===== src/hdl/dtse_pkg.sv =====
package dtse_pkg;

    localparam int NUM_FIELDS = 6;
    localparam int FIELD_W    = 7;
    localparam int SEL_W      = 3;
    localparam int REQ_W      = 2;
    localparam int KEY_W      = 3;
    localparam int TICK_W     = 16;
    localparam int LEN_W      = 5;

    localparam int YEAR_W   = 7;
    localparam int MONTH_W  = 4;
    localparam int DAY_W    = 5;
    localparam int HOUR_W   = 5;
    localparam int MINUTE_W = 6;
    localparam int SECOND_W = 6;

    typedef logic [FIELD_W-1:0] t_field;
    typedef logic [SEL_W-1:0]   t_sel;
    typedef logic [TICK_W-1:0]  t_tick;
    typedef logic [LEN_W-1:0]   t_len;

    typedef enum logic [REQ_W-1:0] {
        REQ_TICK = 2'd0,
        REQ_KEY  = 2'd1,
        REQ_LOAD = 2'd2
    } t_req;

    typedef enum logic [KEY_W-1:0] {
        KEY_NONE = 3'd0,
        KEY_MODE = 3'd1,
        KEY_NEXT = 3'd2,
        KEY_UP   = 3'd3,
        KEY_DOWN = 3'd4
    } t_key;

    localparam t_sel F_YEAR   = 3'd0;
    localparam t_sel F_MONTH  = 3'd1;
    localparam t_sel F_DAY    = 3'd2;
    localparam t_sel F_HOUR   = 3'd3;
    localparam t_sel F_MINUTE = 3'd4;
    localparam t_sel F_SECOND = 3'd5;
    localparam t_sel SEL_LAST = 3'd5;

    localparam t_field YEAR_MAX   = 7'd99;
    localparam t_field MONTH_MAX  = 7'd12;
    localparam t_field HOUR_MAX   = 7'd23;
    localparam t_field MINUTE_MAX = 7'd59;
    localparam t_field FIELD_ONE  = 7'd1;
    localparam t_field FIELD_ZERO = 7'd0;

    localparam t_tick BLINK_RESET = 16'd500;

    // Days in a month; zero for a month code with no length.
    function automatic t_len month_len(input t_field month, input t_field year);
        t_len len;
        case (month) inside
            7'd1, 7'd3, 7'd5, 7'd7, 7'd8, 7'd10, 7'd12: len = 5'd31;
            7'd4, 7'd6, 7'd9, 7'd11:                    len = 5'd30;
            7'd2:    len = (year[1:0] == 2'b00) ? 5'd29 : 5'd28;
            default: len = 5'd0;
        endcase
        return len;
    endfunction

endpackage


===== src/hdl/date_time_set_editor_core.sv =====
// Date and time setting editor.
// Input channel (i_in_valid / o_in_stall) carries one request per transfer:
// a millisecond tick, a key press, or a time load from the clock chip.
// Output channel (o_out_valid / i_out_stall) returns exactly one result per
// request: the six buffered fields, edit mode, the selected field, the
// blanking flag for blinking, and a one-result commit strobe raised when
// edit mode is left with the mode key.
// The user must write the blink interval through i_cfg_we / i_cfg_wdata only
// while idle; the block does not enforce it. Latency: the result of a request
// is valid the cycle after its transfer. Throughput: one request per cycle
// while not stalled; the update is small compares and increments between the
// state registers and the result register. A stalled result holds; the input
// stalls only while a result is waiting and the receiver stalls, so the next
// request is taken in the same cycle the waiting result leaves.
// Reset (synchronous, active low): fields cleared, show mode, field 0
// selected, blink flag and tick counter cleared, blink interval 500 ticks.
module date_time_set_editor_core (
    input  logic                               i_clk,
    input  logic                               i_rst_n,
    input  logic                               i_cfg_we,
    input  logic [dtse_pkg::TICK_W-1:0]        i_cfg_wdata,
    input  logic                               i_in_valid,
    output logic                               o_in_stall,
    input  logic [dtse_pkg::REQ_W-1:0]         i_req_type,
    input  logic [dtse_pkg::KEY_W-1:0]         i_key_code,
    input  logic [dtse_pkg::YEAR_W-1:0]        i_rtc_year,
    input  logic [dtse_pkg::MONTH_W-1:0]       i_rtc_month,
    input  logic [dtse_pkg::DAY_W-1:0]         i_rtc_day,
    input  logic [dtse_pkg::HOUR_W-1:0]        i_rtc_hour,
    input  logic [dtse_pkg::MINUTE_W-1:0]      i_rtc_minute,
    input  logic [dtse_pkg::SECOND_W-1:0]      i_rtc_second,
    output logic                               o_out_valid,
    input  logic                               i_out_stall,
    output logic [dtse_pkg::YEAR_W-1:0]        o_year,
    output logic [dtse_pkg::MONTH_W-1:0]       o_month,
    output logic [dtse_pkg::DAY_W-1:0]         o_day,
    output logic [dtse_pkg::HOUR_W-1:0]        o_hour,
    output logic [dtse_pkg::MINUTE_W-1:0]      o_minute,
    output logic [dtse_pkg::SECOND_W-1:0]      o_second,
    output logic                               o_edit_mode,
    output logic [dtse_pkg::SEL_W-1:0]         o_selected_field,
    output logic                               o_blank_selected,
    output logic                               o_commit_to_rtc
);

    import dtse_pkg::*;

    t_field r_f [NUM_FIELDS];
    t_field n_f [NUM_FIELDS];
    logic   r_edit, n_edit;
    t_sel   r_sel, n_sel;
    logic   r_blink, n_blink;
    t_tick  r_tick, n_tick;
    t_tick  r_blink_ticks;
    logic   n_commit;

    logic   r_out_valid;
    t_field r_res_f [NUM_FIELDS];
    logic   r_res_edit;
    t_sel   r_res_sel;
    logic   r_res_blank;
    logic   r_res_commit;

    logic   in_xfer;
    t_tick  tick_inc;

    t_field inc [NUM_FIELDS];
    logic [FIELD_W:0] dec [NUM_FIELDS];
    t_field up_f [NUM_FIELDS];
    t_field dn_f [NUM_FIELDS];
    t_len   up_len, dn_len;
    t_field dn_day;

    assign o_in_stall = r_out_valid & i_out_stall;
    assign in_xfer    = i_in_valid & ~o_in_stall;
    assign tick_inc   = r_tick + 16'd1;

    // Selected field stepped by one, both directions.
    always_comb begin
        for (int i = 0; i < NUM_FIELDS; i++) begin
            inc[i] = r_f[i] + {{(FIELD_W-1){1'b0}}, (r_sel == SEL_W'(i))};
            dec[i] = {1'b0, r_f[i]} - {{FIELD_W{1'b0}}, (r_sel == SEL_W'(i))};
        end
    end

    // Up key: wrap fields to their range; day only when the month has a length.
    always_comb begin
        up_f[F_YEAR]   = (inc[F_YEAR] > YEAR_MAX) ? FIELD_ZERO : inc[F_YEAR];
        up_f[F_MONTH]  = (inc[F_MONTH] > MONTH_MAX) ? FIELD_ONE : inc[F_MONTH];
        up_len         = month_len(up_f[F_MONTH], up_f[F_YEAR]);
        up_f[F_DAY]    = (up_len != '0 && inc[F_DAY] > {2'b00, up_len}) ? FIELD_ONE
                                                                         : inc[F_DAY];
        up_f[F_HOUR]   = (inc[F_HOUR] > HOUR_MAX) ? FIELD_ZERO : inc[F_HOUR];
        up_f[F_MINUTE] = (inc[F_MINUTE] > MINUTE_MAX) ? FIELD_ZERO : inc[F_MINUTE];
        up_f[F_SECOND] = (inc[F_SECOND] > MINUTE_MAX) ? FIELD_ZERO : inc[F_SECOND];
    end

    // Down key: underflow wraps to the range top; a day past month end goes to 1.
    always_comb begin
        dn_f[F_YEAR]   = dec[F_YEAR][FIELD_W] ? YEAR_MAX : dec[F_YEAR][FIELD_W-1:0];
        dn_f[F_MONTH]  = (dec[F_MONTH][FIELD_W] || dec[F_MONTH][FIELD_W-1:0] == FIELD_ZERO)
                         ? MONTH_MAX : dec[F_MONTH][FIELD_W-1:0];
        dn_len         = month_len(dn_f[F_MONTH], dn_f[F_YEAR]);
        dn_day         = dec[F_DAY][FIELD_W-1:0];
        if (dn_len == '0) begin
            dn_f[F_DAY] = dn_day;
        end else if (dec[F_DAY][FIELD_W] || dn_day == FIELD_ZERO) begin
            dn_f[F_DAY] = {2'b00, dn_len};
        end else if (dn_day > {2'b00, dn_len}) begin
            dn_f[F_DAY] = FIELD_ONE;
        end else begin
            dn_f[F_DAY] = dn_day;
        end
        dn_f[F_HOUR]   = dec[F_HOUR][FIELD_W] ? HOUR_MAX : dec[F_HOUR][FIELD_W-1:0];
        dn_f[F_MINUTE] = dec[F_MINUTE][FIELD_W] ? MINUTE_MAX : dec[F_MINUTE][FIELD_W-1:0];
        dn_f[F_SECOND] = dec[F_SECOND][FIELD_W] ? MINUTE_MAX : dec[F_SECOND][FIELD_W-1:0];
    end

    always_comb begin
        n_f      = r_f;
        n_edit   = r_edit;
        n_sel    = r_sel;
        n_blink  = r_blink;
        n_tick   = r_tick;
        n_commit = 1'b0;
        case (t_req'(i_req_type))
            REQ_TICK: begin
                if (tick_inc == r_blink_ticks) begin
                    n_tick  = '0;
                    n_blink = ~r_blink;
                end else begin
                    n_tick = tick_inc;
                end
            end
            REQ_KEY: begin
                if (t_key'(i_key_code) == KEY_MODE) begin
                    n_edit   = ~r_edit;
                    n_commit = r_edit;
                end else if (r_edit) begin
                    case (t_key'(i_key_code))
                        KEY_NEXT: n_sel = (r_sel == SEL_LAST) ? F_YEAR : r_sel + 3'd1;
                        KEY_UP:   n_f   = up_f;
                        KEY_DOWN: n_f   = dn_f;
                        default:  n_sel = r_sel;
                    endcase
                end
            end
            REQ_LOAD: begin
                if (!r_edit) begin
                    n_f[F_YEAR]   = i_rtc_year;
                    n_f[F_MONTH]  = FIELD_W'(i_rtc_month);
                    n_f[F_DAY]    = FIELD_W'(i_rtc_day);
                    n_f[F_HOUR]   = FIELD_W'(i_rtc_hour);
                    n_f[F_MINUTE] = FIELD_W'(i_rtc_minute);
                    n_f[F_SECOND] = FIELD_W'(i_rtc_second);
                end
            end
            default: n_commit = 1'b0;
        endcase
    end

    always_ff @(posedge i_clk) begin
        if (!i_rst_n) begin
            for (int i = 0; i < NUM_FIELDS; i++) begin
                r_f[i] <= '0;
            end
            r_edit        <= 1'b0;
            r_sel         <= F_YEAR;
            r_blink       <= 1'b0;
            r_tick        <= '0;
            r_blink_ticks <= BLINK_RESET;
            r_out_valid   <= 1'b0;
        end else begin
            if (i_cfg_we) begin
                r_blink_ticks <= i_cfg_wdata;
            end
            if (in_xfer) begin
                r_f     <= n_f;
                r_edit  <= n_edit;
                r_sel   <= n_sel;
                r_blink <= n_blink;
                r_tick  <= n_tick;
            end
            r_out_valid <= in_xfer | o_in_stall;
        end
    end

    always_ff @(posedge i_clk) begin
        if (in_xfer) begin
            r_res_f      <= n_f;
            r_res_edit   <= n_edit;
            r_res_sel    <= n_sel;
            r_res_blank  <= n_edit & n_blink;
            r_res_commit <= n_commit;
        end
    end

    assign o_out_valid      = r_out_valid;
    assign o_year           = r_res_f[F_YEAR][YEAR_W-1:0];
    assign o_month          = r_res_f[F_MONTH][MONTH_W-1:0];
    assign o_day            = r_res_f[F_DAY][DAY_W-1:0];
    assign o_hour           = r_res_f[F_HOUR][HOUR_W-1:0];
    assign o_minute         = r_res_f[F_MINUTE][MINUTE_W-1:0];
    assign o_second         = r_res_f[F_SECOND][SECOND_W-1:0];
    assign o_edit_mode      = r_res_edit;
    assign o_selected_field = r_res_sel;
    assign o_blank_selected = r_res_blank;
    assign o_commit_to_rtc  = r_res_commit;

endmodule


===== config.mk =====
export PLATFORM = sky130hd
export DESIGN_NAME = date_time_set_editor_core
export DESIGN_NICKNAME = d
export VERILOG_FILES = /design/src/hdl/dtse_pkg.sv /design/src/hdl/date_time_set_editor_core.sv
export SDC_FILE = /design/constraint.sdc
export NUM_CORES = 1
export LEC_CHECK = 0
export ABC_CLOCK_PERIOD_IN_PS = 9500
export BUFFER_PORTS_ARGS = -buffer_cell sky130_fd_sc_hd__buf_2
export CORE_MARGIN = 2
export CORE_UTILIZATION = 25
export CTS_BUF_LIST = sky130_fd_sc_hd__clkbuf_4
export DETAILED_ROUTE_END_ITERATION = 8
export GPL_TIMING_DRIVEN = 0
export PLACE_DENSITY_LB_ADDON = 0.08
export SYNTH_ARGS = -nofsm -noshare
export SYNTH_HDL_FRONTEND = slang
export SYNTH_SLANG_ARGS = --single-unit

===== constraint.sdc =====
create_clock -name i_clk -period 9.5 [get_ports i_clk]
set_clock_uncertainty 0.05 [all_clocks]
set_input_delay 0.95 -clock i_clk [delete_from_list [all_inputs] [get_ports i_clk]]
set_output_delay 0.95 -clock i_clk [all_outputs]
set_load 0.01 [all_outputs]

==> flow_results.xml, run 1 <==
<?xml version="1.0" encoding="UTF-8"?>
<metrics>
  <group name="global_routing">
    <metric name="grt_first_pass_wirelength" unit="mm">58.0</metric>
    <metric name="grt_start_max_net_pins" unit="">29</metric>
    <metric name="grt_overflow_total" unit="">0</metric>
    <metric name="antenna_found_initial" unit="">2</metric>
    <metric name="globalRouteTotalUtil" unit="%">20.3</metric>
    <metric name="grt_pass1_vias" unit="">8891</metric>
  </group>
  <group name="synthesis">
    <metric name="ys_async_sr_fraction" unit="%">0</metric>
    <metric name="synthesis.yosys.warnings" unit="">0</metric>
    <metric name="syn_area_per_cell" unit="um2">7.81</metric>
    <metric name="synth_seq_cells" unit="">119</metric>
    <metric name="netlist_instances" unit="">1159</metric>
    <metric name="synthTopCellsByArea" unit="">sky130_fd_sc_hd__dfxtp_1 18%, sky130_fd_sc_hd__edfxtp_1 13%, sky130_fd_sc_hd__nand2_1 5.4%</metric>
    <metric name="postSynthNetCount" unit="">1257</metric>
    <metric name="cell_area_after_synthesis" unit="mm2">0.00905</metric>
    <metric name="synth_seq_area_share" unit="%">30.6</metric>
    <metric name="synth-edff-count" unit="">39</metric>
    <metric name="synth_top_area_share" unit="%">17.7</metric>
    <metric name="synth_top_flop_cell" unit="">sky130_fd_sc_hd__dfxtp_1</metric>
    <metric name="yosysTopAreaCell" unit="">sky130_fd_sc_hd__dfxtp_1</metric>
    <metric name="post_synth_num_cell_types" unit="">90</metric>
  </group>
  <group name="placement">
    <metric name="dp_worst_slack" unit="ns">3.62</metric>
    <metric name="hpwl" unit="mm">28.9</metric>
    <metric name="gp_congestion" unit="">0.896</metric>
    <metric name="portBuffers" unit="">98</metric>
  </group>
  <group name="sta">
    <metric name="fin_crit_sh" unit="%">61.6</metric>
    <metric name="final_hold_viol_count" unit="">0</metric>
    <metric name="fmax" unit="MHz">171</metric>
    <metric name="setup-tns-final" unit="ns">0</metric>
    <metric name="slew_headroom" unit="%">7.05</metric>
    <metric name="finalMaxSlewViolations" unit="">0</metric>
    <metric name="finalHoldWorstSlack" unit="ns">0.460</metric>
    <metric name="setup_repair_after_global_routing_missed_its_margin" unit="">no</metric>
    <metric name="fin_ws" unit="ns">3.65</metric>
    <metric name="period_needed" unit="ns">5.85</metric>
    <metric name="finalSetupViolations" unit="">0</metric>
    <metric name="timing_worst_slew_pin_value" unit="ns">1.39</metric>
  </group>
  <group name="route">
    <metric name="route.final.wire_length" unit="mm">38.8</metric>
    <metric name="route.detailed.vias_per_inst" unit="">5.39</metric>
    <metric name="dr_total_vias" unit="">9436</metric>
    <metric name="drt_iter0_markers" unit="">785</metric>
    <metric name="drt_pass1_iterations" unit="">5</metric>
    <metric name="route.antenna.remaining_nets" unit="">0</metric>
    <metric name="post-route-drc-count" unit="">0</metric>
    <metric name="wl_per_cell" unit="um">22.2</metric>
  </group>
  <group name="clock_tree">
    <metric name="numCtsBuffers" unit="">17</metric>
    <metric name="post-cts-setup-buffer-count" unit="">0</metric>
    <metric name="worst_skew_pair.late_latency" unit="ns">0.60</metric>
    <metric name="post_cts_resize_count" unit="">0</metric>
    <metric name="ctsRootBufferMaster" unit="">sky130_fd_sc_hd__clkbuf_4</metric>
    <metric name="numClockSinks" unit="">119</metric>
    <metric name="cts.clk_slew.worst_paths" unit="ns">0.12</metric>
    <metric name="cts_tree" unit="">built</metric>
    <metric name="cts_max_path_buffers" unit="">2</metric>
    <metric name="hold_buffers" unit="">0</metric>
    <metric name="htree_num_levels" unit="">4</metric>
  </group>
  <group name="worst_setup_path">
    <metric name="crit_path_top_delay_cell" unit="">sky130_fd_sc_hd__nor3b_1</metric>
    <metric name="worst-endpoint-required" unit="ns">9.78</metric>
    <metric name="worst_setup_path_start_kind" unit="">flop</metric>
    <metric name="crit_chain" unit="">inv_1 &gt; nor3_1 &gt; ha_1 &gt; ha_1 &gt; nor3b_1 &gt; xnor2_1 &gt; and2_1 &gt; nand4_1 &gt; a41oi_1 &gt; nor3b_1 &gt; ha_1 &gt; nand4_1 &gt; o221ai_1 &gt; a31oi_2 &gt; o21ai_1 &gt; a222oi_1 &gt; a21oi_1</metric>
    <metric name="critical_path.endpoint_type" unit="">flop</metric>
    <metric name="worst-path-buf-inv" unit="">1</metric>
    <metric name="critPathArrivalTime" unit="ns">6.13</metric>
    <metric name="timing.setup.critical_path_class" unit="">reg2reg</metric>
    <metric name="critical-path-top-delay-family" unit="">simple AND/OR/NAND/NOR gates</metric>
    <metric name="path_common_cell" unit="">sky130_fd_sc_hd__ha_1</metric>
    <metric name="worstPathMaxFanout" unit="">8</metric>
    <metric name="cpPeakStageDelay" unit="ns">0.69</metric>
  </group>
  <group name="die">
    <metric name="die_height" unit="um">194</metric>
    <metric name="row_count" unit="">69</metric>
    <metric name="initial_utilization" unit="%">25.4</metric>
    <metric name="die_area" unit="mm2">0.0377</metric>
    <metric name="die_width" unit="um">194</metric>
    <metric name="floorplan.core_area" unit="mm2">0.0356</metric>
    <metric name="pin_count" unit="">100</metric>
  </group>
  <group name="cells_and_area">
    <metric name="layout.nets" unit="">1375</metric>
    <metric name="drive_gt1_share" unit="%">13.9</metric>
    <metric name="fillers" unit="">3984</metric>
    <metric name="area.growth.synth_to_final" unit="%">14.4</metric>
    <metric name="area_of_combinational_cells_with_multiple_inputs" unit="mm2">0.00576</metric>
    <metric name="sequential_cell_area" unit="mm2">0.00277</metric>
  </group>
  <group name="flow_run">
    <metric name="max-cap-violations" unit="">0</metric>
  </group>
  <group name="hold_path">
    <metric name="timing.hold.worst.class" unit="">reg2reg</metric>
  </group>
  <group name="power_and_ir_drop">
    <metric name="cellLeakagePower" unit="nW">3.81</metric>
    <metric name="report.power.total" unit="mW">1.18</metric>
    <metric name="p_per_area" unit="mW/mm2">114</metric>
    <metric name="irDropWorstVdd" unit="uV">62.6</metric>
  </group>
  <group name="status">
    <metric name="status" unit="">complete, no violations</metric>
  </group>
</metrics>
-- where the power goes --
| group | internal (mW) | switching, mW | leakage (nW) | total, mW |
|---|---|---|---|---|
| clock | 0.115 | 0.209 | 0.129 | 0.324 |
| sequential | 0.553 | 0.0173 | 1.05 | 0.571 |
| combinational | 0.0948 | 0.189 | 2.64 | 0.284 |
-- layer usage --
metal  track usage (%)  vias to the layer above  wire (um)
li1                  -                     4517          -
met1              29.5                     4623      18900
met2              31.5                      273      17600
met3              2.89                       23       1820
met4              5.05                        0        436
met5                 0                        -          0
-- flip-flops by register name (all words and copies together), names as in the netlist --
signal,count
r_f,42
r_blink_ticks,16
r_tick,16
o_year,7
o_minute,6
o_second,6
o_day,5
o_hour,5
o_month,4
o_selected_field,3
r_sel,3
o_blank_selected,1
o_commit_to_rtc,1
o_edit_mode,1
o_out_valid,1
r_blink,1
r_edit,1
-- path summary, 6_finish.rpt --
check,slack (ns),start,to,depth (start not counted)
max,3.65,r_sel[0]$_SDFFE_PN0P_,o_day[4]$_DFFE_PP_,17
min,0.46,r_blink_ticks[4]$_SDFFE_PN1P_,r_blink_ticks[4]$_SDFFE_PN1P_,2
max reg2reg,3.65,r_sel[0]$_SDFFE_PN0P_,o_day[4]$_DFFE_PP_,17
min reg2reg,0.46,r_blink_ticks[4]$_SDFFE_PN1P_,r_blink_ticks[4]$_SDFFE_PN1P_,2
-- through the flow --
step           cell area [um2]  utilization [%]  std cells
2_1_floorplan             9050                -       1159
3_5_place_dp             10100             28.5       1719
3_3_place_gp             10100             28.4       1718
6_report                 10400             29.1       1752
5_1_grt                  10400             29.1       1752
4_1_cts                  10300             29.1       1750
-- worst reg2reg max path: stages (launching register included) --
cell and delay [ns]:
sky130_fd_sc_hd__dfxtp_1 0.46, sky130_fd_sc_hd__inv_1 0.13, sky130_fd_sc_hd__nor3_1 0.66, sky130_fd_sc_hd__ha_1 0.33
sky130_fd_sc_hd__ha_1 0.31, sky130_fd_sc_hd__nor3b_1 0.69, sky130_fd_sc_hd__xnor2_1 0.21, sky130_fd_sc_hd__and2_1 0.14
sky130_fd_sc_hd__nand4_1 0.16, sky130_fd_sc_hd__a41oi_1 0.41, sky130_fd_sc_hd__nor3b_1 0.45, sky130_fd_sc_hd__ha_1 0.31
sky130_fd_sc_hd__nand4_1 0.09, sky130_fd_sc_hd__o221ai_1 0.15, sky130_fd_sc_hd__a31oi_2 0.37, sky130_fd_sc_hd__o21ai_1 0.11
sky130_fd_sc_hd__a222oi_1 0.41, sky130_fd_sc_hd__a21oi_1 0.12
-- layout by cell type (no fill, tap or decap), types with 20 or more instances in the layout --
master and n:
sky130_fd_sc_hd__buf_2 106, sky130_fd_sc_hd__clkbuf_1 72, sky130_fd_sc_hd__nor3_1 41, sky130_fd_sc_hd__a31oi_1 24
sky130_fd_sc_hd__edfxtp_1 39, sky130_fd_sc_hd__dfxtp_1 80, sky130_fd_sc_hd__inv_1 47, sky130_fd_sc_hd__nand3_1 48
sky130_fd_sc_hd__clkbuf_4 23, sky130_fd_sc_hd__a21oi_1 74, sky130_fd_sc_hd__nor2_1 96, sky130_fd_sc_hd__o21ai_0 85
sky130_fd_sc_hd__ha_1 39, sky130_fd_sc_hd__xnor2_1 32, sky130_fd_sc_hd__mux2i_1 20, sky130_fd_sc_hd__nand2_1 131
-- Yosys cell counts, types with 8 or more instances --
cell type	instances
sky130_fd_sc_hd__nand2_1	131
sky130_fd_sc_hd__nor2_1	96
sky130_fd_sc_hd__o21ai_0	85
sky130_fd_sc_hd__dfxtp_1	80
sky130_fd_sc_hd__a21oi_1	74
sky130_fd_sc_hd__clkbuf_1	73
sky130_fd_sc_hd__nand3_1	48
sky130_fd_sc_hd__inv_1	47
sky130_fd_sc_hd__nor3_1	41
sky130_fd_sc_hd__edfxtp_1	39
sky130_fd_sc_hd__ha_1	39
sky130_fd_sc_hd__xnor2_1	32
sky130_fd_sc_hd__a31oi_1	24
sky130_fd_sc_hd__mux2i_1	20
sky130_fd_sc_hd__a211oi_1	17
sky130_fd_sc_hd__nand2b_1	15
sky130_fd_sc_hd__and3_1	13
sky130_fd_sc_hd__a22oi_1	12
sky130_fd_sc_hd__and2_1	12
sky130_fd_sc_hd__nand4_1	12
sky130_fd_sc_hd__o21ai_1	12
sky130_fd_sc_hd__a22o_1	11
sky130_fd_sc_hd__o21a_1	11
sky130_fd_sc_hd__o31ai_1	11
sky130_fd_sc_hd__or3_1	11
sky130_fd_sc_hd__mux2_2	10
sky130_fd_sc_hd__xor2_1	10
sky130_fd_sc_hd__nor4_1	9
sky130_fd_sc_hd__buf_2	8
sky130_fd_sc_hd__or2_2	8
-- final cells by class --
cell class	instances	area share [%]
Antenna cell	2	0.0483
Buffer	86	3.23
Clock buffer	23	1.67
Clock inverter	8	0.387
Inverter	49	1.78
Multi-Input combinational cell	905	55.6
Sequential cell	119	26.8
Tap cell	461	5.57
Timing Repair Buffer	99	4.93
-- logic make-up (layout without fill, tap and decap cells) --
| group | Yosys count | after routing | synth area share [%] |
|---|---|---|---|
| buffers and inverters | 135 | 265 | 5.71 |
| other | 0 | 2 | 0 |
| adders and majority gates | 39 | 39 | 5.39 |
| muxes | 30 | 30 | 3.46 |
| and+or+nand+nor | 449 | 449 | 25.3 |
| xor gates and xnor gates | 42 | 42 | 4.07 |
| DFF | 119 | 119 | 30.6 |
| AOI/OAI and AO/OA | 345 | 345 | 25.4 |
(Power assumes the default switching activity.)
==> inputs of run 2 (changes only) <==
--- a/config.mk
+++ b/config.mk
@@ -5,7 +5,8 @@
 export SDC_FILE = /design/constraint.sdc
 export NUM_CORES = 1
 export LEC_CHECK = 0
-export ABC_CLOCK_PERIOD_IN_PS = 9500
+export ABC_AREA = 1
+export ABC_CLOCK_PERIOD_IN_PS = 5600
 export BUFFER_PORTS_ARGS = -buffer_cell sky130_fd_sc_hd__buf_2
 export CORE_MARGIN = 2
 export CORE_UTILIZATION = 25
==> constraint.sdc (replaced) <==
create_clock -name i_clk -period 5.6 [get_ports i_clk]
set_clock_uncertainty 0.05 [all_clocks]
set_input_delay 0.56 -clock i_clk [delete_from_list [all_inputs] [get_ports i_clk]]
set_output_delay 0.56 -clock i_clk [all_outputs]
set_load 0.01 [all_outputs]
==> run 2 against run 1 <==
Against the previous run: final cell count grew 2.2%; combinational power grew to 2.6 times the previous value; largest power group unchanged; critical path type unchanged; via count shrank 7.9%; area after synthesis shrank 4.4%; final area shrank 3.3%.
==> flow_results.xml, run 2 <==
<?xml version="1.0" encoding="UTF-8"?>
<metrics>
  <group name="die">
    <metric name="die_area" unit="mm2">0.0361</metric>
    <metric name="pin_count" unit="">100</metric>
    <metric name="row_count" unit="">68</metric>
    <metric name="die_width" unit="um">190</metric>
    <metric name="floorplan.core_area" unit="mm2">0.0343</metric>
    <metric name="die_height" unit="um">190</metric>
    <metric name="initial_utilization" unit="%">25.2</metric>
  </group>
  <group name="synthesis">
    <metric name="netlist_instances" unit="">1204</metric>
    <metric name="synth_seq_area_share" unit="%">32.1</metric>
    <metric name="yosysTopAreaCell" unit="">sky130_fd_sc_hd__dfxtp_1</metric>
    <metric name="synth_commonest_cells" unit="">190 x sky130_fd_sc_hd__nand2_1, 119 x sky130_fd_sc_hd__o21ai_0, 113 x sky130_fd_sc_hd__inv_1</metric>
    <metric name="postSynthNetCount" unit="">1302</metric>
    <metric name="synth_seq_cells" unit="">119</metric>
    <metric name="synthesis.yosys.warnings" unit="">0</metric>
    <metric name="synth_top_flop_cell" unit="">sky130_fd_sc_hd__dfxtp_1</metric>
    <metric name="synth_most_common_cell" unit="">sky130_fd_sc_hd__nand2_1</metric>
    <metric name="syn_area_per_cell" unit="um2">7.19</metric>
    <metric name="ys_async_sr_fraction" unit="%">0</metric>
    <metric name="post_synth_num_cell_types" unit="">54</metric>
    <metric name="synth-edff-count" unit="">39</metric>
    <metric name="cell_area_after_synthesis" unit="mm2">0.00865</metric>
    <metric name="synthTopCellsByArea" unit="">sky130_fd_sc_hd__dfxtp_1 19%, sky130_fd_sc_hd__edfxtp_1 14%, sky130_fd_sc_hd__nand2_1 8.2%</metric>
    <metric name="synth_top_area_share" unit="%">18.5</metric>
  </group>
  <group name="route">
    <metric name="route.final.wire_length" unit="mm">33.4</metric>
    <metric name="post-route-drc-count" unit="">0</metric>
    <metric name="drt_pass1_iterations" unit="">7</metric>
    <metric name="route.antenna.remaining_nets" unit="">0</metric>
    <metric name="dr_total_vias" unit="">8690</metric>
    <metric name="route.detailed.vias_per_inst" unit="">4.85</metric>
    <metric name="drt_iter0_markers" unit="">431</metric>
    <metric name="wl_per_cell" unit="um">18.7</metric>
  </group>
  <group name="cells_and_area">
    <metric name="mostFrequentLayoutCell" unit="">sky130_fd_sc_hd__nand2_1</metric>
    <metric name="largest_registers" unit="">r_f (42), r_blink_ticks (16), r_tick (16)</metric>
    <metric name="mostFrequentLayoutCells" unit="">190 x sky130_fd_sc_hd__nand2_1, 119 x sky130_fd_sc_hd__o21ai_0, 113 x sky130_fd_sc_hd__inv_1</metric>
    <metric name="layout.nets" unit="">1420</metric>
    <metric name="max_flop_register" unit="">r_f</metric>
    <metric name="drive_gt1_share" unit="%">16.3</metric>
    <metric name="final_util" unit="%">29.2</metric>
    <metric name="largest_reg_flops" unit="">42</metric>
    <metric name="fillers" unit="">3882</metric>
    <metric name="final_design_area_no_fill" unit="mm2">0.0100</metric>
    <metric name="area.growth.synth_to_final" unit="%">15.7</metric>
  </group>
  <group name="sta">
    <metric name="finalSetupViolations" unit="">0</metric>
    <metric name="fin_crit_sh" unit="%">84.4</metric>
    <metric name="fmax" unit="MHz">211</metric>
    <metric name="setup-tns-final" unit="ns">0</metric>
    <metric name="finalMaxSlewViolations" unit="">0</metric>
    <metric name="final_hold_viol_count" unit="">0</metric>
    <metric name="slew_headroom" unit="%">44.5</metric>
    <metric name="setup_repair_after_global_routing_missed_its_margin" unit="">no</metric>
    <metric name="period_needed" unit="ns">4.73</metric>
    <metric name="timing_worst_slew_pin_value" unit="ns">0.826</metric>
  </group>
  <group name="power_and_ir_drop">
    <metric name="total_switching_power" unit="uW">900</metric>
    <metric name="irDropWorstVdd" unit="uV">110</metric>
    <metric name="internal_power" unit="mW">1.53</metric>
    <metric name="cellLeakagePower" unit="nW">4.21</metric>
    <metric name="combinationalPowerShare" unit="%">30.5</metric>
    <metric name="share_seq_of_total_power" unit="%">41.4</metric>
    <metric name="pwr-share-clk" unit="%">28.1</metric>
    <metric name="p_per_area" unit="mW/mm2">243</metric>
    <metric name="p_sw_share" unit="%">37.0</metric>
  </group>
  <group name="clock_tree">
    <metric name="post-cts-setup-buffer-count" unit="">0</metric>
    <metric name="ctsRootBufferMaster" unit="">sky130_fd_sc_hd__clkbuf_4</metric>
    <metric name="htree_num_levels" unit="">4</metric>
    <metric name="cts.clk_slew.worst_paths" unit="ns">0.12</metric>
    <metric name="numClockSinks" unit="">119</metric>
    <metric name="worst_skew_pair.late_latency" unit="ns">0.61</metric>
    <metric name="hold_buffers" unit="">0</metric>
    <metric name="cts_max_path_buffers" unit="">2</metric>
    <metric name="cts_tree" unit="">built</metric>
    <metric name="numCtsBuffers" unit="">17</metric>
    <metric name="post_cts_resize_count" unit="">0</metric>
  </group>
  <group name="worst_setup_path">
    <metric name="critical_path.endpoint_type" unit="">flop</metric>
    <metric name="path_common_cell" unit="">sky130_fd_sc_hd__nand2_1</metric>
    <metric name="worst_setup_path_start_kind" unit="">flop</metric>
    <metric name="crit_path_top_delay_cell" unit="">sky130_fd_sc_hd__dfxtp_1</metric>
    <metric name="worst-endpoint-required" unit="ns">5.93</metric>
    <metric name="worstPathMaxFanout" unit="">10</metric>
    <metric name="r2r_setup_slack" unit="ns">0.87</metric>
    <metric name="timing.setup.critical_path_class" unit="">reg2reg</metric>
    <metric name="critPathArrivalTime" unit="ns">5.06</metric>
    <metric name="cpPeakStageDelay" unit="ns">0.33</metric>
  </group>
  <group name="placement">
    <metric name="place_area" unit="mm2">0.00972</metric>
    <metric name="hpwl" unit="mm">26.0</metric>
    <metric name="portBuffers" unit="">99</metric>
    <metric name="gp_congestion" unit="">0.893</metric>
  </group>
  <group name="global_routing">
    <metric name="globalRouteTotalUtil" unit="%">18.8</metric>
    <metric name="grt_start_max_net_pins" unit="">49</metric>
    <metric name="grt_pass1_vias" unit="">8577</metric>
    <metric name="grt_first_pass_wirelength" unit="mm">50.7</metric>
    <metric name="antenna_found_initial" unit="">1</metric>
    <metric name="grt_overflow_total" unit="">0</metric>
  </group>
  <group name="status">
    <metric name="status" unit="">complete, no violations</metric>
  </group>
  <group name="flow_run">
    <metric name="max-cap-violations" unit="">0</metric>
  </group>
  <group name="hold_path">
    <metric name="timing.hold.worst.class" unit="">in2reg</metric>
  </group>
</metrics>
[run 2: metal layers]
metal	vias up	GRT usage [%]	share of wire (%)
li1	4367	-	-
met1	4124	22.7	44
met2	161	34.1	51
met3	38	2.40	2.6
met4	0	6.50	2.4
met5	-	0	0
[run 2: path summary, 6_finish.rpt]
path	startpoint	cells after the start	to
max	r_sel[0]$_SDFFE_PN0P_	33	o_day[0]$_DFFE_PP_
min reg2reg	r_f[13]$_SDFFE_PN0P_	2	r_f[13]$_SDFFE_PN0P_
max reg2reg	r_sel[0]$_SDFFE_PN0P_	33	o_day[0]$_DFFE_PP_
min	i_cfg_wdata[7]	3	r_blink_ticks[7]$_SDFFE_PN1P_
[run 2: final cells by class]
cell class,count,area (um2),area share (%)
Clock inverter,11,131,1.31
Multi-Input combinational cell,890,5060,50.6
Clock buffer,21,158,1.58
Buffer,66,332,3.31
Timing Repair Buffer,99,495,4.95
Tap cell,455,569,5.69
Antenna cell,1,2.50,0.0250
Inverter,129,488,4.88
Sequential cell,119,2770,27.7
[run 2: power groups by stage]
stage | Sequential (mW) | Clock [mW] | Combinational (mW)
6_report | 1.01 | 0.683 | 0.742
5_1_grt | 1.02 | 0.748 | 0.840
3_3_place_gp | 1.03 | 0 | 0.748
4_1_cts | 1.01 | 0.715 | 0.751
3_5_place_dp | 1.03 | 0 | 0.748
2_1_floorplan | 1.03 | 0 | 0.500
[run 2: metrics by stage]
step / power [mW] / instances / setup slack (ns) / hold WS (ns)
after floorplan: 1.53 / 1204 / 1.73 / 0.395
after global placement: 1.78 / 1758 / 0.864 / 0.408
after detailed placement: 1.78 / 1758 / 0.862 / 0.410
after CTS: 2.47 / 1790 / 0.848 / 0.0568
after global routing: 2.60 / 1791 / 0.276 / 0.0869
final: 2.43 / 1791 / 0.871 / 0.109
[run 2: logic make-up after synthesis]
kind of cell | Yosys count | share of synthesized area [%]
simple gates | 461 | 24.5
compound gates | 330 | 22.2
buf+inv | 195 | 9.47
flops | 119 | 32.1
xor+xnor | 60 | 6.07
fa+ha+maj | 39 | 5.64
[run 2: critical path: cells and delay by family (launching register included)]
family | cells | cell delay (ns)
DFF | 1 | 0.33
and+or+nand+nor | 23 | 2.21
AOI/OAI and AO/OA | 3 | 0.53
buffers and inverters | 4 | 0.47
adders and majority gates | 3 | 0.91
